===== config.mk =====
export PLATFORM = sky130hd
export DESIGN_NAME = shader_source_char_tokenizer_core_flat
export DESIGN_NICKNAME = d
export VERILOG_FILES = /design/src/sstok_pkg.sv /design/src/sstok_if.sv /design/src/shader_source_char_tokenizer_core.sv /design/src/sstok_front.sv /design/src/sstok_cmd_queue.sv /design/src/sstok_back.sv /design/src/flat_wrapper.sv
export SDC_FILE = /design/constraint.sdc
export NUM_CORES = 1
export LEC_CHECK = 0
export ABC_AREA = 1
export BUFFER_PORTS_ARGS = -buffer_cell sky130_fd_sc_hd__buf_4
export CORE_MARGIN = 5
export CORE_UTILIZATION = 24
export CTS_BUF_LIST = sky130_fd_sc_hd__clkbuf_16
export DETAILED_ROUTE_END_ITERATION = 7
export SYNTH_ARGS = -nofsm -noshare
export SYNTH_HDL_FRONTEND = slang
export SYNTH_SLANG_ARGS = --single-unit
export TNS_END_PERCENT = 50

===== constraint.sdc =====
create_clock -name clk_i -period 11.2 [get_ports clk_i]
set_input_delay 0 -clock clk_i [delete_from_list [all_inputs] [get_ports clk_i]]
set_output_delay 0 -clock clk_i [all_outputs]
set_load 0.005 [all_outputs]

===== src/sstok_pkg.sv =====
`default_nettype none
// ----------------------------------------------------------------------------
// Shader source tokenizer package
// Shared constants, token classes and the command record that the front end
// hands to the back end.
// ----------------------------------------------------------------------------
package sstok_pkg;

  localparam int unsigned PendingMax = 14;
  localparam int unsigned PendingCap = 14;
  localparam int unsigned PendLimit  = (PendingMax < PendingCap) ? PendingMax : PendingCap;
  localparam int unsigned PendW      = 4;
  localparam int unsigned QueueDepth = 4;

  localparam logic [2:0] ClsWs      = 3'd0;
  localparam logic [2:0] ClsComment = 3'd1;
  localparam logic [2:0] ClsNumber  = 3'd2;
  localparam logic [2:0] ClsWord    = 3'd3;
  localparam logic [2:0] ClsOther   = 3'd4;

  localparam logic [7:0] ChBackslash  = 8'h5C;
  localparam logic [7:0] ChLf         = 8'h0A;
  localparam logic [7:0] ChUnderscore = 8'h5F;
  localparam logic [7:0] ChDot        = 8'h2E;

  typedef struct packed {
    logic       vld;
    logic [7:0] chr;
    logic [2:0] cls;
    logic       tstart;
    logic       tend;
  } slot_t;

  // Emission order is slot a, slot b, the newline run, then slot c.
  typedef struct packed {
    slot_t            a;
    slot_t            b;
    logic [PendW-1:0] nl_cnt;
    logic             nl_start;
    logic             nl_end;
    slot_t            c;
    logic             last;
  } cmd_t;

endpackage
`default_nettype wire


===== src/sstok_if.sv =====
`default_nettype none
// ----------------------------------------------------------------------------
// Shader source tokenizer channels
// Valid/ready channels for source characters and for tagged characters.
// ----------------------------------------------------------------------------
interface sstok_in_if;
  logic       valid;
  logic       ready;
  logic [7:0] char_in;
  logic       end_of_input;

  modport source (output valid, output char_in, output end_of_input, input ready);
  modport sink (input valid, input char_in, input end_of_input, output ready);
endinterface

interface sstok_out_if;
  logic       valid;
  logic       ready;
  logic [7:0] char_out;
  logic [2:0] token_class;
  logic       token_start;
  logic       token_end;
  logic       stream_last;

  modport source (output valid, output char_out, output token_class, output token_start,
                  output token_end, output stream_last, input ready);
  modport sink (input valid, input char_out, input token_class, input token_start,
                input token_end, input stream_last, output ready);
endinterface
`default_nettype wire


===== src/shader_source_char_tokenizer_core.sv =====
`default_nettype none
// Path: a character's result is released when the next character (or the end-of-input
// character itself) is accepted, then moves through the queue to the output register.
// Throughput: one character per cycle while each character releases at most one
// result and the output is not stalled; one with more results emits them in turn, and
// the command queue of QUEUE_DEPTH entries lets input continue until it fills.
// Reset: asynchronous, clears scanner state, queue and output; no clearing pass.
// ----------------------------------------------------------------------------
// Shader source tokenizer core
// Tags each source character with a token class and start and end marks.
// ----------------------------------------------------------------------------
module shader_source_char_tokenizer_core #(
  parameter int unsigned QUEUE_DEPTH = sstok_pkg::QueueDepth
) (
  input  logic         clk_i,
  input  logic         rst_ni,
  sstok_in_if.sink     in_ch_i,
  sstok_out_if.source  out_ch_o
);
  import sstok_pkg::*;

  logic q_push, q_full, q_pop, q_head_vld;
  cmd_t q_push_cmd, q_head;

  sstok_front u_front (
    .clk_i     (clk_i),
    .rst_ni    (rst_ni),
    .in_ch_i   (in_ch_i),
    .q_ready_i (!q_full),
    .push_o    (q_push),
    .cmd_o     (q_push_cmd)
  );

  sstok_cmd_queue #(
    .DEPTH (QUEUE_DEPTH)
  ) u_queue (
    .clk_i      (clk_i),
    .rst_ni     (rst_ni),
    .push_i     (q_push),
    .push_cmd_i (q_push_cmd),
    .full_o     (q_full),
    .pop_i      (q_pop),
    .head_vld_o (q_head_vld),
    .head_o     (q_head)
  );

  sstok_back u_back (
    .clk_i      (clk_i),
    .rst_ni     (rst_ni),
    .head_vld_i (q_head_vld),
    .head_i     (q_head),
    .pop_o      (q_pop),
    .out_ch_o   (out_ch_o)
  );

`ifndef SYNTHESIS
  a_no_overflow: assert property (@(posedge clk_i) disable iff (!rst_ni)
    q_push |-> !q_full) else $error("Command pushed into a full queue.");

  a_pop_nonempty: assert property (@(posedge clk_i) disable iff (!rst_ni)
    q_pop |-> q_head_vld) else $error("Command popped from an empty queue.");

  a_last_ends: assert property (@(posedge clk_i) disable iff (!rst_ni)
    (out_ch_o.valid && out_ch_o.stream_last) |-> out_ch_o.token_end)
    else $error("Final result of the stream does not end its token.");

  a_class_range: assert property (@(posedge clk_i) disable iff (!rst_ni)
    out_ch_o.valid |-> (out_ch_o.token_class <= ClsOther))
    else $error("Token class out of range.");
`endif

endmodule
`default_nettype wire


===== src/sstok_front.sv =====
`default_nettype none
// ----------------------------------------------------------------------------
// Shader source tokenizer front end
// Accepts one character per transaction, runs the scanner state and turns
// each character into a command that lists the results it releases.
// ----------------------------------------------------------------------------
module sstok_front (
  input  logic              clk_i,
  input  logic              rst_ni,
  sstok_in_if.sink          in_ch_i,
  input  logic              q_ready_i,
  output logic              push_o,
  output sstok_pkg::cmd_t   cmd_o
);
  import sstok_pkg::*;

  typedef enum logic [2:0] {
    ModeIdle, ModeWs, ModeLine, ModeBlock, ModeNumber, ModeWord, ModeOp
  } mode_e;

  function automatic logic is_space(logic [7:0] c);
    return (c == 8'd32) || (c >= 8'd9 && c <= 8'd13);
  endfunction

  function automatic logic is_digit(logic [7:0] c);
    return c >= "0" && c <= "9";
  endfunction

  function automatic logic is_id(logic [7:0] c);
    return (c >= "a" && c <= "z") || (c >= "A" && c <= "Z") || is_digit(c) ||
           c == ChUnderscore;
  endfunction

  function automatic logic op_pair(logic [7:0] a, logic [7:0] c);
    return (a == "+" && (c == "+" || c == "=")) || (a == "-" && (c == "-" || c == "=")) ||
           (a == "<" && (c == "<" || c == "=")) || (a == ">" && (c == ">" || c == "=")) ||
           (a == "=" && c == "=") || (a == "!" && c == "=") ||
           (a == "&" && (c == "&" || c == "=")) || (a == "|" && (c == "|" || c == "=")) ||
           (a == "^" && (c == "^" || c == "=")) || (a == "*" && c == "=") ||
           (a == "%" && c == "=") || (a == "/" && (c == "=" || c == "/" || c == "*"));
  endfunction

  mode_e            mode_q, mode_d;
  logic [7:0]       op_a_q, op_a_d, op_b_q, op_b_d;
  logic [1:0]       op_len_q, op_len_d;
  logic             star_q, star_d, bslash_q, bslash_d;
  logic [PendW-1:0] pend_q, pend_d;
  logic [7:0]       held_char_q, held_char_d;
  logic [2:0]       held_cls_q, held_cls_d;
  logic             held_start_q, held_start_d, held_vld_q, held_vld_d;

  logic       accept;
  logic [7:0] c;
  logic       cont, ext, to_comment, path_cont, path_new;
  logic [2:0] cls, k, held_cls_eff;
  slot_t      fl;
  cmd_t       cmd;

  assign c           = in_ch_i.char_in;
  assign in_ch_i.ready = q_ready_i;
  assign accept      = in_ch_i.valid && q_ready_i;

  always_comb begin
    mode_d       = mode_q;
    op_a_d       = op_a_q;
    op_b_d       = op_b_q;
    op_len_d     = op_len_q;
    star_d       = star_q;
    bslash_d     = bslash_q;
    pend_d       = pend_q;
    held_char_d  = held_char_q;
    held_cls_d   = held_cls_q;
    held_start_d = held_start_q;
    held_vld_d   = held_vld_q;
    cmd          = '0;
    cont         = 1'b0;
    ext          = 1'b0;
    to_comment   = 1'b0;
    path_cont    = 1'b0;
    path_new     = 1'b0;
    cls          = ClsOther;
    k            = ClsOther;
    held_cls_eff = held_cls_q;
    fl           = '0;

    if (bslash_q) begin
      bslash_d = 1'b0;
      if (c == ChLf && pend_q < PendW'(PendLimit)) begin
        pend_d = pend_q + 1'b1;
      end
    end else if (c == ChBackslash && mode_q != ModeLine && mode_q != ModeBlock) begin
      bslash_d = 1'b1;
    end else begin
      unique case (mode_q)
        ModeWs: begin
          cont = is_space(c);
          cls  = ClsWs;
        end
        ModeLine: begin
          cont = (c != ChLf);
          cls  = ClsComment;
        end
        ModeBlock: begin
          cont   = 1'b1;
          cls    = ClsComment;
          if (star_q && c == "/") begin
            mode_d = ModeIdle;
          end
          star_d = (c == "*");
        end
        ModeNumber: begin
          cont = is_id(c) || c == ChDot;
          cls  = ClsNumber;
        end
        ModeWord: begin
          cont = is_id(c);
          cls  = ClsWord;
        end
        ModeOp: begin
          if (op_len_q == 2'd1) begin
            ext = op_pair(op_a_q, c);
          end else if (op_len_q == 2'd2) begin
            ext = (op_a_q == "<" || op_a_q == ">") && op_b_q == op_a_q && c == "=";
          end
          cont = ext;
          cls  = ClsOther;
          to_comment = ext && op_len_q == 2'd1 && op_a_q == "/" && (c == "/" || c == "*");
          if (to_comment) begin
            mode_d       = (c == "/") ? ModeLine : ModeBlock;
            star_d       = 1'b0;
            cls          = ClsComment;
            held_cls_eff = ClsComment;
          end else if (ext && op_len_q == 2'd1) begin
            op_b_d   = c;
            op_len_d = 2'd2;
          end else if (ext) begin
            op_len_d = 2'd3;
          end
        end
        default: cont = 1'b0;
      endcase

      if (cont) begin
        path_cont    = 1'b1;
        cmd.a        = '{vld: held_vld_q, chr: held_char_q, cls: held_cls_eff,
                         tstart: held_start_q, tend: 1'b0};
        held_char_d  = c;
        held_cls_d   = cls;
        held_start_d = !held_vld_q;
        held_vld_d   = 1'b1;
      end else begin
        path_new = 1'b1;
        if (is_space(c)) begin
          k      = ClsWs;
          mode_d = ModeWs;
        end else if (is_digit(c)) begin
          k      = ClsNumber;
          mode_d = ModeNumber;
        end else if (is_id(c)) begin
          k      = ClsWord;
          mode_d = ModeWord;
        end else begin
          k        = ClsOther;
          mode_d   = ModeOp;
          op_a_d   = c;
          op_b_d   = 8'd0;
          op_len_d = 2'd1;
        end
        cmd.a        = '{vld: held_vld_q, chr: held_char_q, cls: held_cls_q,
                         tstart: held_start_q,
                         tend: !(held_cls_q == ClsWs && pend_q != '0)};
        cmd.nl_cnt   = pend_q;
        cmd.nl_start = !(held_vld_q && held_cls_q == ClsWs);
        cmd.nl_end   = (k != ClsWs);
        pend_d       = '0;
        held_char_d  = c;
        held_cls_d   = k;
        held_start_d = !(k == ClsWs && pend_q != '0);
        held_vld_d   = 1'b1;
      end
    end

    if (in_ch_i.end_of_input) begin
      cmd.last = 1'b1;
      fl = '{vld: held_vld_d, chr: held_char_d, cls: held_cls_d, tstart: held_start_d,
             tend: !(held_cls_d == ClsWs && pend_d != '0)};
      if (path_new) begin
        cmd.c = fl;
      end else begin
        if (path_cont) begin
          cmd.b = fl;
        end else begin
          cmd.a = fl;
        end
        cmd.nl_cnt   = pend_d;
        cmd.nl_start = !(held_vld_d && held_cls_d == ClsWs);
        cmd.nl_end   = 1'b1;
      end
      mode_d       = ModeIdle;
      op_a_d       = 8'd0;
      op_b_d       = 8'd0;
      op_len_d     = 2'd0;
      star_d       = 1'b0;
      bslash_d     = 1'b0;
      pend_d       = '0;
      held_char_d  = 8'd0;
      held_cls_d   = ClsWs;
      held_start_d = 1'b0;
      held_vld_d   = 1'b0;
    end
  end

  assign cmd_o  = cmd;
  assign push_o = accept && (cmd.a.vld || cmd.b.vld || cmd.c.vld || cmd.nl_cnt != '0);

  always_ff @(posedge clk_i or negedge rst_ni) begin
    if (!rst_ni) begin
      mode_q       <= ModeIdle;
      op_a_q       <= 8'd0;
      op_b_q       <= 8'd0;
      op_len_q     <= 2'd0;
      star_q       <= 1'b0;
      bslash_q     <= 1'b0;
      pend_q       <= '0;
      held_char_q  <= 8'd0;
      held_cls_q   <= ClsWs;
      held_start_q <= 1'b0;
      held_vld_q   <= 1'b0;
    end else if (accept) begin
      mode_q       <= mode_d;
      op_a_q       <= op_a_d;
      op_b_q       <= op_b_d;
      op_len_q     <= op_len_d;
      star_q       <= star_d;
      bslash_q     <= bslash_d;
      pend_q       <= pend_d;
      held_char_q  <= held_char_d;
      held_cls_q   <= held_cls_d;
      held_start_q <= held_start_d;
      held_vld_q   <= held_vld_d;
    end
  end

endmodule
`default_nettype wire


===== src/sstok_cmd_queue.sv =====
`default_nettype none
// ----------------------------------------------------------------------------
// Shader source tokenizer command queue
// Small first-in first-out buffer of commands between front and back end.
// ----------------------------------------------------------------------------
module sstok_cmd_queue #(
  parameter int unsigned DEPTH = sstok_pkg::QueueDepth
) (
  input  logic            clk_i,
  input  logic            rst_ni,
  input  logic            push_i,
  input  sstok_pkg::cmd_t push_cmd_i,
  output logic            full_o,
  input  logic            pop_i,
  output logic            head_vld_o,
  output sstok_pkg::cmd_t head_o
);
  import sstok_pkg::*;

  localparam int unsigned PtrW = (DEPTH > 1) ? $clog2(DEPTH) : 1;
  localparam int unsigned CntW = $clog2(DEPTH + 1);

  cmd_t            mem_q [DEPTH];
  logic [PtrW-1:0] wptr_q, wptr_d, rptr_q, rptr_d;
  logic [CntW-1:0] cnt_q, cnt_d;

  assign full_o     = (cnt_q == CntW'(DEPTH));
  assign head_vld_o = (cnt_q != '0);
  assign head_o     = mem_q[rptr_q];

  always_comb begin
    wptr_d = wptr_q;
    rptr_d = rptr_q;
    cnt_d  = cnt_q;
    if (push_i) begin
      wptr_d = (wptr_q == PtrW'(DEPTH - 1)) ? '0 : wptr_q + 1'b1;
    end
    if (pop_i) begin
      rptr_d = (rptr_q == PtrW'(DEPTH - 1)) ? '0 : rptr_q + 1'b1;
    end
    if (push_i && !pop_i) begin
      cnt_d = cnt_q + 1'b1;
    end else if (pop_i && !push_i) begin
      cnt_d = cnt_q - 1'b1;
    end
  end

  always_ff @(posedge clk_i) begin
    if (push_i) begin
      mem_q[wptr_q] <= push_cmd_i;
    end
  end

  always_ff @(posedge clk_i or negedge rst_ni) begin
    if (!rst_ni) begin
      wptr_q <= '0;
      rptr_q <= '0;
      cnt_q  <= '0;
    end else begin
      wptr_q <= wptr_d;
      rptr_q <= rptr_d;
      cnt_q  <= cnt_d;
    end
  end

endmodule
`default_nettype wire


===== src/sstok_back.sv =====
`default_nettype none
// ----------------------------------------------------------------------------
// Shader source tokenizer back end
// Walks the head command into the output register one result per unstalled cycle.
// ----------------------------------------------------------------------------
module sstok_back (
  input  logic            clk_i,
  input  logic            rst_ni,
  input  logic            head_vld_i,
  input  sstok_pkg::cmd_t head_i,
  output logic            pop_o,
  sstok_out_if.source     out_ch_o
);
  import sstok_pkg::*;

  logic [3:0]       done_q, done_d;
  logic [PendW-1:0] nl_idx_q, nl_idx_d;
  logic             out_vld_q, out_vld_d;
  logic [7:0]       out_char_q;
  logic [2:0]       out_cls_q;
  logic             out_start_q, out_end_q, out_last_q;

  logic [3:0] mask, rem, cur_done, rem_after;
  logic       advance, emit, sel_nl, nl_last, last_item;
  slot_t      cur;

  always_comb begin
    mask      = {head_i.c.vld, head_i.nl_cnt != '0, head_i.b.vld, head_i.a.vld};
    rem       = mask & ~done_q;
    advance   = !out_vld_q || out_ch_o.ready;
    emit      = head_vld_i && advance;
    nl_last   = (PendW'(nl_idx_q + 1'b1) == head_i.nl_cnt);
    sel_nl    = 1'b0;
    cur       = head_i.c;
    cur.tend  = 1'b1;
    cur_done  = 4'b1000;
    priority if (rem[0]) begin
      cur      = head_i.a;
      cur_done = 4'b0001;
    end else if (rem[1]) begin
      cur      = head_i.b;
      cur_done = 4'b0010;
    end else if (rem[2]) begin
      sel_nl   = 1'b1;
      cur      = '{vld: 1'b1, chr: ChLf, cls: ClsWs,
                   tstart: (nl_idx_q == '0) && head_i.nl_start,
                   tend: nl_last && head_i.nl_end};
      cur_done = nl_last ? 4'b0100 : 4'b0000;
    end else begin
      cur      = head_i.c;
      cur.tend = 1'b1;
      cur_done = 4'b1000;
    end
    rem_after = rem & ~cur_done;
    last_item = (rem_after == 4'b0000);

    done_d = done_q;
    nl_idx_d = nl_idx_q;
    pop_o  = 1'b0;
    if (emit) begin
      if (last_item) begin
        done_d   = 4'b0000;
        nl_idx_d = '0;
        pop_o    = 1'b1;
      end else begin
        done_d = done_q | cur_done;
        if (sel_nl) begin
          nl_idx_d = nl_idx_q + 1'b1;
        end
      end
    end
    out_vld_d = advance ? emit : out_vld_q;
  end

  always_ff @(posedge clk_i or negedge rst_ni) begin
    if (!rst_ni) begin
      done_q    <= 4'b0000;
      nl_idx_q  <= '0;
      out_vld_q <= 1'b0;
    end else begin
      done_q    <= done_d;
      nl_idx_q  <= nl_idx_d;
      out_vld_q <= out_vld_d;
    end
  end

  always_ff @(posedge clk_i) begin
    if (emit) begin
      out_char_q  <= cur.chr;
      out_cls_q   <= cur.cls;
      out_start_q <= cur.tstart;
      out_end_q   <= cur.tend;
      out_last_q  <= last_item && head_i.last;
    end
  end

  assign out_ch_o.valid       = out_vld_q;
  assign out_ch_o.char_out    = out_char_q;
  assign out_ch_o.token_class = out_cls_q;
  assign out_ch_o.token_start = out_start_q;
  assign out_ch_o.token_end   = out_end_q;
  assign out_ch_o.stream_last = out_last_q;

endmodule
`default_nettype wire

===== src/flat_wrapper.sv =====
// flat-port wrapper written by rule: the top's interface ports become plain ports
module shader_source_char_tokenizer_core_flat import sstok_pkg::*;
#(
  parameter int unsigned QUEUE_DEPTH = sstok_pkg::QueueDepth
)
  (clk_i, rst_ni, in_ch_i_valid, in_ch_i_char_in, in_ch_i_end_of_input, in_ch_i_ready, out_ch_o_valid, out_ch_o_char_out, out_ch_o_token_class, out_ch_o_token_start, out_ch_o_token_end, out_ch_o_stream_last, out_ch_o_ready);
  sstok_in_if in_ch_i_i ();
  sstok_out_if out_ch_o_i ();
  input  logic clk_i;
  input  logic rst_ni;
  input wire logic [$bits(in_ch_i_i.valid)-1:0] in_ch_i_valid;
  input wire logic [$bits(in_ch_i_i.char_in)-1:0] in_ch_i_char_in;
  input wire logic [$bits(in_ch_i_i.end_of_input)-1:0] in_ch_i_end_of_input;
  output wire logic [$bits(in_ch_i_i.ready)-1:0] in_ch_i_ready;
  output wire logic [$bits(out_ch_o_i.valid)-1:0] out_ch_o_valid;
  output wire logic [$bits(out_ch_o_i.char_out)-1:0] out_ch_o_char_out;
  output wire logic [$bits(out_ch_o_i.token_class)-1:0] out_ch_o_token_class;
  output wire logic [$bits(out_ch_o_i.token_start)-1:0] out_ch_o_token_start;
  output wire logic [$bits(out_ch_o_i.token_end)-1:0] out_ch_o_token_end;
  output wire logic [$bits(out_ch_o_i.stream_last)-1:0] out_ch_o_stream_last;
  input wire logic [$bits(out_ch_o_i.ready)-1:0] out_ch_o_ready;
  assign in_ch_i_i.valid = in_ch_i_valid;
  assign in_ch_i_i.char_in = in_ch_i_char_in;
  assign in_ch_i_i.end_of_input = in_ch_i_end_of_input;
  assign in_ch_i_ready = in_ch_i_i.ready;
  assign out_ch_o_valid = out_ch_o_i.valid;
  assign out_ch_o_char_out = out_ch_o_i.char_out;
  assign out_ch_o_token_class = out_ch_o_i.token_class;
  assign out_ch_o_token_start = out_ch_o_i.token_start;
  assign out_ch_o_token_end = out_ch_o_i.token_end;
  assign out_ch_o_stream_last = out_ch_o_i.stream_last;
  assign out_ch_o_i.ready = out_ch_o_ready;
  shader_source_char_tokenizer_core #(.QUEUE_DEPTH(QUEUE_DEPTH)) u_core (.clk_i(clk_i), .rst_ni(rst_ni), .in_ch_i(in_ch_i_i), .out_ch_o(out_ch_o_i));
endmodule

# [Yosys cells after proc, flatten, opt, wreduce, memory -nomap -nowiden]
# Memory sizes are Yosys's and may differ from the RTL's.
# Index checks and enable logic that the tools add are counted.
[classes] n_addsub=6 magnitude_cmp=9 n_eq_ne=53 n_mux=122 bitwise_logic=5 n_reduce_logical=99
[op_table] operator="== test 8 x 6 -> 1 bit, second input constant" count=20
[op_table] operator="2-to-1 mux 8 bit" count=20
[op_table] operator="2-to-1 mux 14 bit" count=5
[op_table] operator="2-to-1 mux 3 bit" count=23
[op_table] operator="2-to-1 mux 49 bit" count=1
[op_table] operator="== test 8 x 7 -> 1 bit, second input constant" count=6
[op_table] operator="2-to-1 mux 4 bit" count=11
[op_table] operator="2-to-1 mux 13 bit" count=3
[op_table] operator="logical AND 1 bit" count=38
[op_table] operator="2-to-1 mux 1 bit" count=35
[op_table] operator="2-to-1 mux 34 bit" count=1
[op_table] operator="logical OR 1 bit" count=31
[op_table] operator="2-to-1 mux 2 bit" count=15
[op_table] operator="2-to-1 mux 6 bit" count=3
[op_table] operator="greater-or-equal comparator 8 x 7 -> 1 bit, second input constant" count=2
[op_table] operator="less-or-equal comparator 8 x 7 -> 1 bit, second input constant" count=2
[op_table] operator="nonzero test 4 bit" count=4
[op_table] operator="one-hot mux 3 bit (5 select lines)" count=1
[op_table] operator="== test 3 bit, second input constant" count=4
[op_table] operator="!= test 2 bit, second input constant" count=6
[op_table] operator="zero test 1 bit" count=10
[op_table] operator="zero test 3 bit" count=3
[op_table] operator="nonzero test 3 bit" count=3
[op_table] operator="adder 4 x 1 -> 4 bit, second input constant" count=2
[op_table] operator="35 further kinds" count=45
[word_totals] register_bits=70 ram_bits=196 out_inout_bits=16 memories=1
[memory_table] name="u_core.u_queue.mem_q" depth=4 width=49 read_ports=1 rd_clocked_by_memory_dff=0 write_ports=1 line_no="sstok_cmd_queue.sv:23" rtl="cmd_t mem_q [DEPTH];"

# [Logic depth before layout (Yosys ltp)]
[logic_depth] word_depth=41 mapped_depth=27

# [Modules after synthesis]
# From an unflattened synthesis, not the netlist that was laid out.
[unflattened] cells_unflattened=1299 area_unflattened_um2=13075.0
[modules_own_cells] module="sstok_cmd_queue" instances=1 cells_each=625 area_per_inst_um2=8539.4 seq_area_each_um2=6060.8
[modules_own_cells] module="sstok_front" instances=1 cells_each=498 area_per_inst_um2=3114.2 seq_area_each_um2=1001.0
[modules_own_cells] module="sstok_back" instances=1 cells_each=175 area_per_inst_um2=1417.6 seq_area_each_um2=645.6
[modules_own_cells] module="shader_source_char_tokenizer_core" instances=1 cells_each=1 area_per_inst_um2=3.8 seq_area_each_um2=0.0

# [Worst setup path before layout]
# Ideal clock, no wire load.
[synth_path] path_type="reg2reg" from="register u_core.u_front.op_a_q[3]" to="memory u_core.u_queue.mem_q[0][0] (netlist bit) (enable)" arrival_time_ns=3.834 required_time_ns=10.746 path_slack_ns=6.913 path_stages_with_launch=18 n_path_buf=0 path_cell_list="dfrtp_1 > nand2_1 > inv_1 > nand2_1 > nor2_1 > nand2_1 > nand3_1 > o21ai_1 > nand2_2 > nand2_2 > nand2_2 > nand2_4 > nand3_2 > inv_1 > nand2_1 > nand2_2 > o21ai_2 > nor2_1"
[synth_lines] item="start, declared" line_no="sstok_front.sv:44" rtl="logic [7:0] op_a_q, op_a_d, op_b_q, op_b_d;"
[synth_lines] item="start signal, assigned" line_no="sstok_front.sv:231" rtl="op_a_q <= op_a_d;"
[synth_lines] item="end, declared" line_no="sstok_cmd_queue.sv:23"

# [Final worst setup path]
[layout_path] from="register u_core.u_queue.rptr_q[0]" to="register u_core.u_queue.cnt_q[1]"
[layout_via] elab_chain_len=14 word_cells_on_any_way=18 classes_between="1 x eq/ne; 7 x mux; 3 x bitwise; 6 x reduce/logical; 1 x memory"
[layout_rtl] item="start, declared" line_no="sstok_cmd_queue.sv:24" rtl="logic [PtrW-1:0] wptr_q, wptr_d, rptr_q, rptr_d;"
[layout_rtl] item="start signal, assigned" line_no="sstok_cmd_queue.sv:61" rtl="rptr_q <= rptr_d;"
[layout_rtl] item="memory (4 x 49 bit) (*)"
[layout_rtl] item="== test 4 bit or nonzero test 4 bit (tied branches)" line_no="sstok_back.sv:32, sstok_back.sv:28"
[layout_rtl] item="2-to-1 mux 3 bit or AND 4 bit (tied branches)" line_no="sstok_back.sv:48, sstok_back.sv:29"
[layout_rtl] item="2-to-1 mux 4 bit" line_no="sstok_back.sv:43" rtl="end else if (rem[2]) begin"
[layout_rtl] item="2-to-1 mux 4 bit" line_no="sstok_back.sv:40" rtl="end else if (rem[1]) begin"
[layout_rtl] item="2-to-1 mux 4 bit" line_no="sstok_back.sv:37" rtl="priority if (rem[0]) begin"
[layout_rtl] item="inverter 4 bit" line_no="sstok_back.sv:54" rtl="rem_after = rem & ~cur_done;"
[layout_rtl] item="AND 4 bit (*)" line_no="sstok_back.sv:54"
[layout_rtl] item="zero test 4 bit (*)" line_no="sstok_back.sv:55" rtl="last_item = (rem_after == 4'b0000);"
[layout_rtl] item="2-to-1 mux 1 bit (*)" line_no="sstok_back.sv:61" rtl="if (last_item) begin"
[layout_rtl] item="2-to-1 mux 1 bit (*)" line_no="sstok_back.sv:60" rtl="if (emit) begin"
[layout_rtl] item="zero test 1 bit (*)" line_no="sstok_cmd_queue.sv:41" rtl="if (push_i && !pop_i) begin"
[layout_rtl] item="logical AND 1 bit (*)" line_no="sstok_cmd_queue.sv:41"
[layout_rtl] item="2-to-1 mux 3 bit (*)" line_no="sstok_cmd_queue.sv:41"
[layout_rtl] item="via u_core.u_queue.cnt_d[1]" line_no="sstok_cmd_queue.sv:25" rtl="logic [CntW-1:0] cnt_q, cnt_d;"
[layout_rtl] item="end signal, assigned" line_no="sstok_cmd_queue.sv:62" rtl="cnt_q <= cnt_d;"
[layout_rtl] item="end, declared" line_no="sstok_cmd_queue.sv:25"
# The timed path passes the listed nets; every way through them passes the cells marked *.
# A chain may end at the register's enable or synchronous reset.

==> impl_metrics.py <==
metrics = {
    "status": {
        "outcome": "complete, no violations",
    },
    "final_layout": {
        "multi_input_area_mm2": 0.00381,
        "fillers": 5134,
        "insertedDiodeCount": 0,
        "stdcell_count": 1886,
        "drive_gt1_share_pct": 10.4,
        "seq_area_mm2": 0.00759,
        "nets": 1226,
        "area_delta_synth_final_pct": 16.5,
    },
    "yosys": {
        "synthFlopType": "edfxtp_1",
        "ys_types": 48,
        "seq_area_frac_synth_pct": 63.5,
        "syn-cell-area_mm2": 0.0119,
        "yosysTopAreaCell": "edfxtp_1",
        "synth_nets": 1193,
        "avgSynthCellArea_um2": 10.2,
        "ys_ff_latch": 262,
        "synth_area_leaders": "edfxtp_1 (52%), dfrtp_1 (12%), nor2_1 (6.3%), nand2_1 (5.5%), o21ai_0 (4.9%)",
        "synth_edf_count": 206,
        "synth_warnings": 0,
        "synth.top_cell.area_share_pct": 51.8,
        "synth.most_common_cell": "edfxtp_1",
        "synthTopCellsByCount": "edfxtp_1 (206), nor2_1 (202), nand2_1 (175)",
        "synth_cells": 1169,
        "async_flop_share_pct": 21.4,
    },
    "power_and_ir_drop": {
        "switching_power_mw": 1.32,
        "finalPower_mw": 3.53,
        "combPwrFrac_pct": 33.8,
        "p_sw_share_pct": 37.5,
        "seqPwrFrac_pct": 40.8,
        "ir_worst_vdd_mv": 0.106,
        "leakagePower_nw": 5.27,
        "clkPwrFrac_pct": 25.4,
        "p_per_area_mw_per_mm2": 254,
        "p_int_mw": 2.20,
    },
    "drt": {
        "wl_met2_mm": 13.0,
        "via_per_inst": 4.61,
        "drtAntennaViolNets": 0,
        "top_layer": "met4",
        "wl_met1_mm": 14.1,
        "drc_errors": 0,
        "avgRoutedWirePerCell_um": 15.6,
        "routed_wl_mm": 29.5,
        "first_pass_iters": 7,
        "drt_iter0_drc": 789,
        "met3_wirelength_mm": 1.75,
        "vias": 8698,
    },
    "cts": {
        "clock_latency_ps": 570,
        "root_buffer": "clkbuf_16",
        "post_cts_buffers": 0,
        "htree_levels": 1,
        "path_clk_slew_ps": 60,
        "cts_tree": "yes",
        "clkSinkCount": 262,
        "cts_buffer_depth": 3,
        "tritoncts.num_buffers": 28,
    },
    "floorplanning": {
        "initial_core_util_pct": 24.3,
        "fp.dieH_um": 233,
        "num_rows": 81,
        "num_io_pins": 29,
        "core_mm2": 0.0491,
        "dieWidth_um": 233,
        "dieArea_mm2": 0.0543,
    },
    "global_route": {
        "grt_pass1_wl_mm": 46.8,
        "grt_overflow": 0,
        "track_usage_pct": 10.6,
        "antenna_found_initial": 0,
        "grt_pass1_vias": 8430,
        "grt_max_degree": 80,
    },
    "sta": {
        "slew_headroom_pct": 26.6,
        "timing.fmax_mhz": 203,
        "setup_viol": 0,
        "worst_clock_skew_ps": 28.4,
        "hold_violations": 0,
        "post-route-period-util_pct": 44.0,
        "period_needed_ps": 4930,
        "worstMarginPinSlew_ps": 1100,
        "rsz0062_at_grt": "false",
        "slew_viol_final": 0,
        "fin_tns_setup_ps": 0,
    },
    "critical_path": {
        "crit_path_start_kind": "register",
        "r2r_slack_ps": 6270,
        "crit_end": "u_core.u_queue.cnt_q[1]",
        "criticalPathCategory": "register to register",
        "required_ps": 11650,
        "r2r_cells": 16,
        "slowest_stage": "dfrtp_2",
        "max_stage_delay_ps": 800,
        "r2r-end": "u_core.u_queue.cnt_q[1]",
        "crit_arrival_ps": 5380,
        "crit_path_end_kind": "register",
        "cp_max_fo": 79,
        "startpoint": "u_core.u_queue.rptr_q[0]",
        "r2r-start": "u_core.u_queue.rptr_q[0]",
        "crit_chain": "inv_2 -> buf_4 -> o21ai_0 -> o22a_1 -> nand2_1 -> nor2_1 -> nor2_2 -> nor2_2 -> nand2_1 -> a32oi_1 -> nand3_1 -> ha_1 -> inv_1 -> fa_1 -> nor2_1 -> a21oi_1",
    },
    "job": {
        "drv_cap": 0,
    },
    "placed_design": {
        "hpwl_mm": 18.5,
        "placedCellCount": 1824,
        "portBuffers": 28,
        "gp_congestion": 0.830,
    },
    "worst_hold_path": {
        "hp-class": "primary input to register",
    },
}
repair_timing:
action	4_1_cts	5_1_grt
hold buffers	12	0
endpoints found under the hold margin	89	0
gates resized for setup	0	0
cell type report:
type	count	share of cell area (%)
Clock buffer	28	5.04
Multi-Input combinational cell	756	27.4
Clock inverter	22	1.41
Timing Repair Buffer	49	2.86
Inverter	105	2.83
Tap cell	664	5.97
Sequential cell	262	54.5
critical path, delay by kind of cell, from the launching register on:
kind	cells	cell delay (ps)
AO/OA/AOI/OAI	4	770
adder cells (fa/ha/maj)	2	770
buffers and inverters	3	820
flip-flops	1	800
AND/OR/NAND/NOR	7	1540
metrics by stage:
| step | worst slack, ps | hold slack (ps) | cell area, µm² | util, % |
|---|---|---|---|---|
| after floorplan | 6910 | -296 | 11900 | - |
| after global placement | 6560 | 125 | 12900 | 26.3 |
| after detailed placement | 6380 | 133 | 12900 | 26.3 |
| after global routing | 5910 | 23.8 | 13900 | 28.4 |
| final | 6270 | 16.8 | 13900 | 28.4 |
| after CTS | 6370 | 7.38 | 13900 | 28.4 |
kinds of logic after synthesis:
kind of cell,share of synthesized area (%)
adder cells (fa/ha/maj),1.22
buffers and inverters,4.91
AO/OA/AOI/OAI,12.2
flip-flops,63.5
XOR/XNOR,0.733
AND/OR/NAND/NOR,17.4
worst min-delay path by stage:
stage	end	startpoint	slack (ps)	cells past startpoint
2_1_floorplan	u_core.u_back.done_q[0]	rst_ni	-300	0
4_1_cts	u_core.u_front.held_vld_q	in_ch_i_valid	7	4
3_3_place_gp	u_core.u_front.op_b_q[5]	rst_ni	130	1
6_report	u_core.u_front.held_vld_q	in_ch_i_valid	20	4
3_5_place_dp	u_core.u_front.op_b_q[4]	rst_ni	130	1
5_1_grt	u_core.u_front.held_vld_q	in_ch_i_valid	20	4
power by group through the flow:
| stage | sequential [mW] | clock, mW | combinational [mW] |
|---|---|---|---|
| 2_1_floorplan | 1.43 | 0 | 0.797 |
| 4_1_cts | 1.44 | 0.919 | 1.20 |
| 6_report | 1.44 | 0.897 | 1.19 |
| 3_5_place_dp | 1.46 | 0 | 1.19 |
| 3_3_place_gp | 1.46 | 0 | 1.17 |
| 5_1_grt | 1.46 | 0.968 | 1.33 |
state kept, by name, indices dropped and copies added, names as in the netlist, 4 cells and up:
signal / cells
u_core.u_back.done_q: 4
u_core.u_back.nl_idx_q: 4
u_core.u_back.out_ch_o.char_out: 8
u_core.u_front.held_char_q: 8
u_core.u_front.op_a_q: 8
u_core.u_front.op_b_q: 8
u_core.u_front.pend_q: 4
u_core.u_queue.mem_q: 192
layer usage:
layer  GRT usage (%)  vias up
li1                -     4143
met1            15.7     4235
met2            16.3      273
met3            1.87       47
met4            2.73        0
met5               0        -
cells in the final DEF (no fill, tap or decap), types with 3 or more instances in the layout:
master and instances:
buf_4 37, edfxtp_1 206, a21oi_1 28, a31oi_1 5, o21ai_1 5, ha_1 10
xnor2_1 5, nor2_4 7, dfrtp_1 55, a221o_1 4, o22ai_1 60, nand4_1 13
o21ai_0 117, xor2_1 5, o221ai_1 3, nand2_2 7, nand3_1 57, o22a_1 3
nor3_1 7, nand3b_1 3, clkinv_2 4, nand2_1 175, nor2_1 198, clkinv_1 5
dlygate4sd3_1 12, inv_2 10, clkbuf_16 28, nor2_2 10, a211oi_1 6, inv_6 3
inv_1 99
No activity file was read; power rests on OpenSTA's default activity.
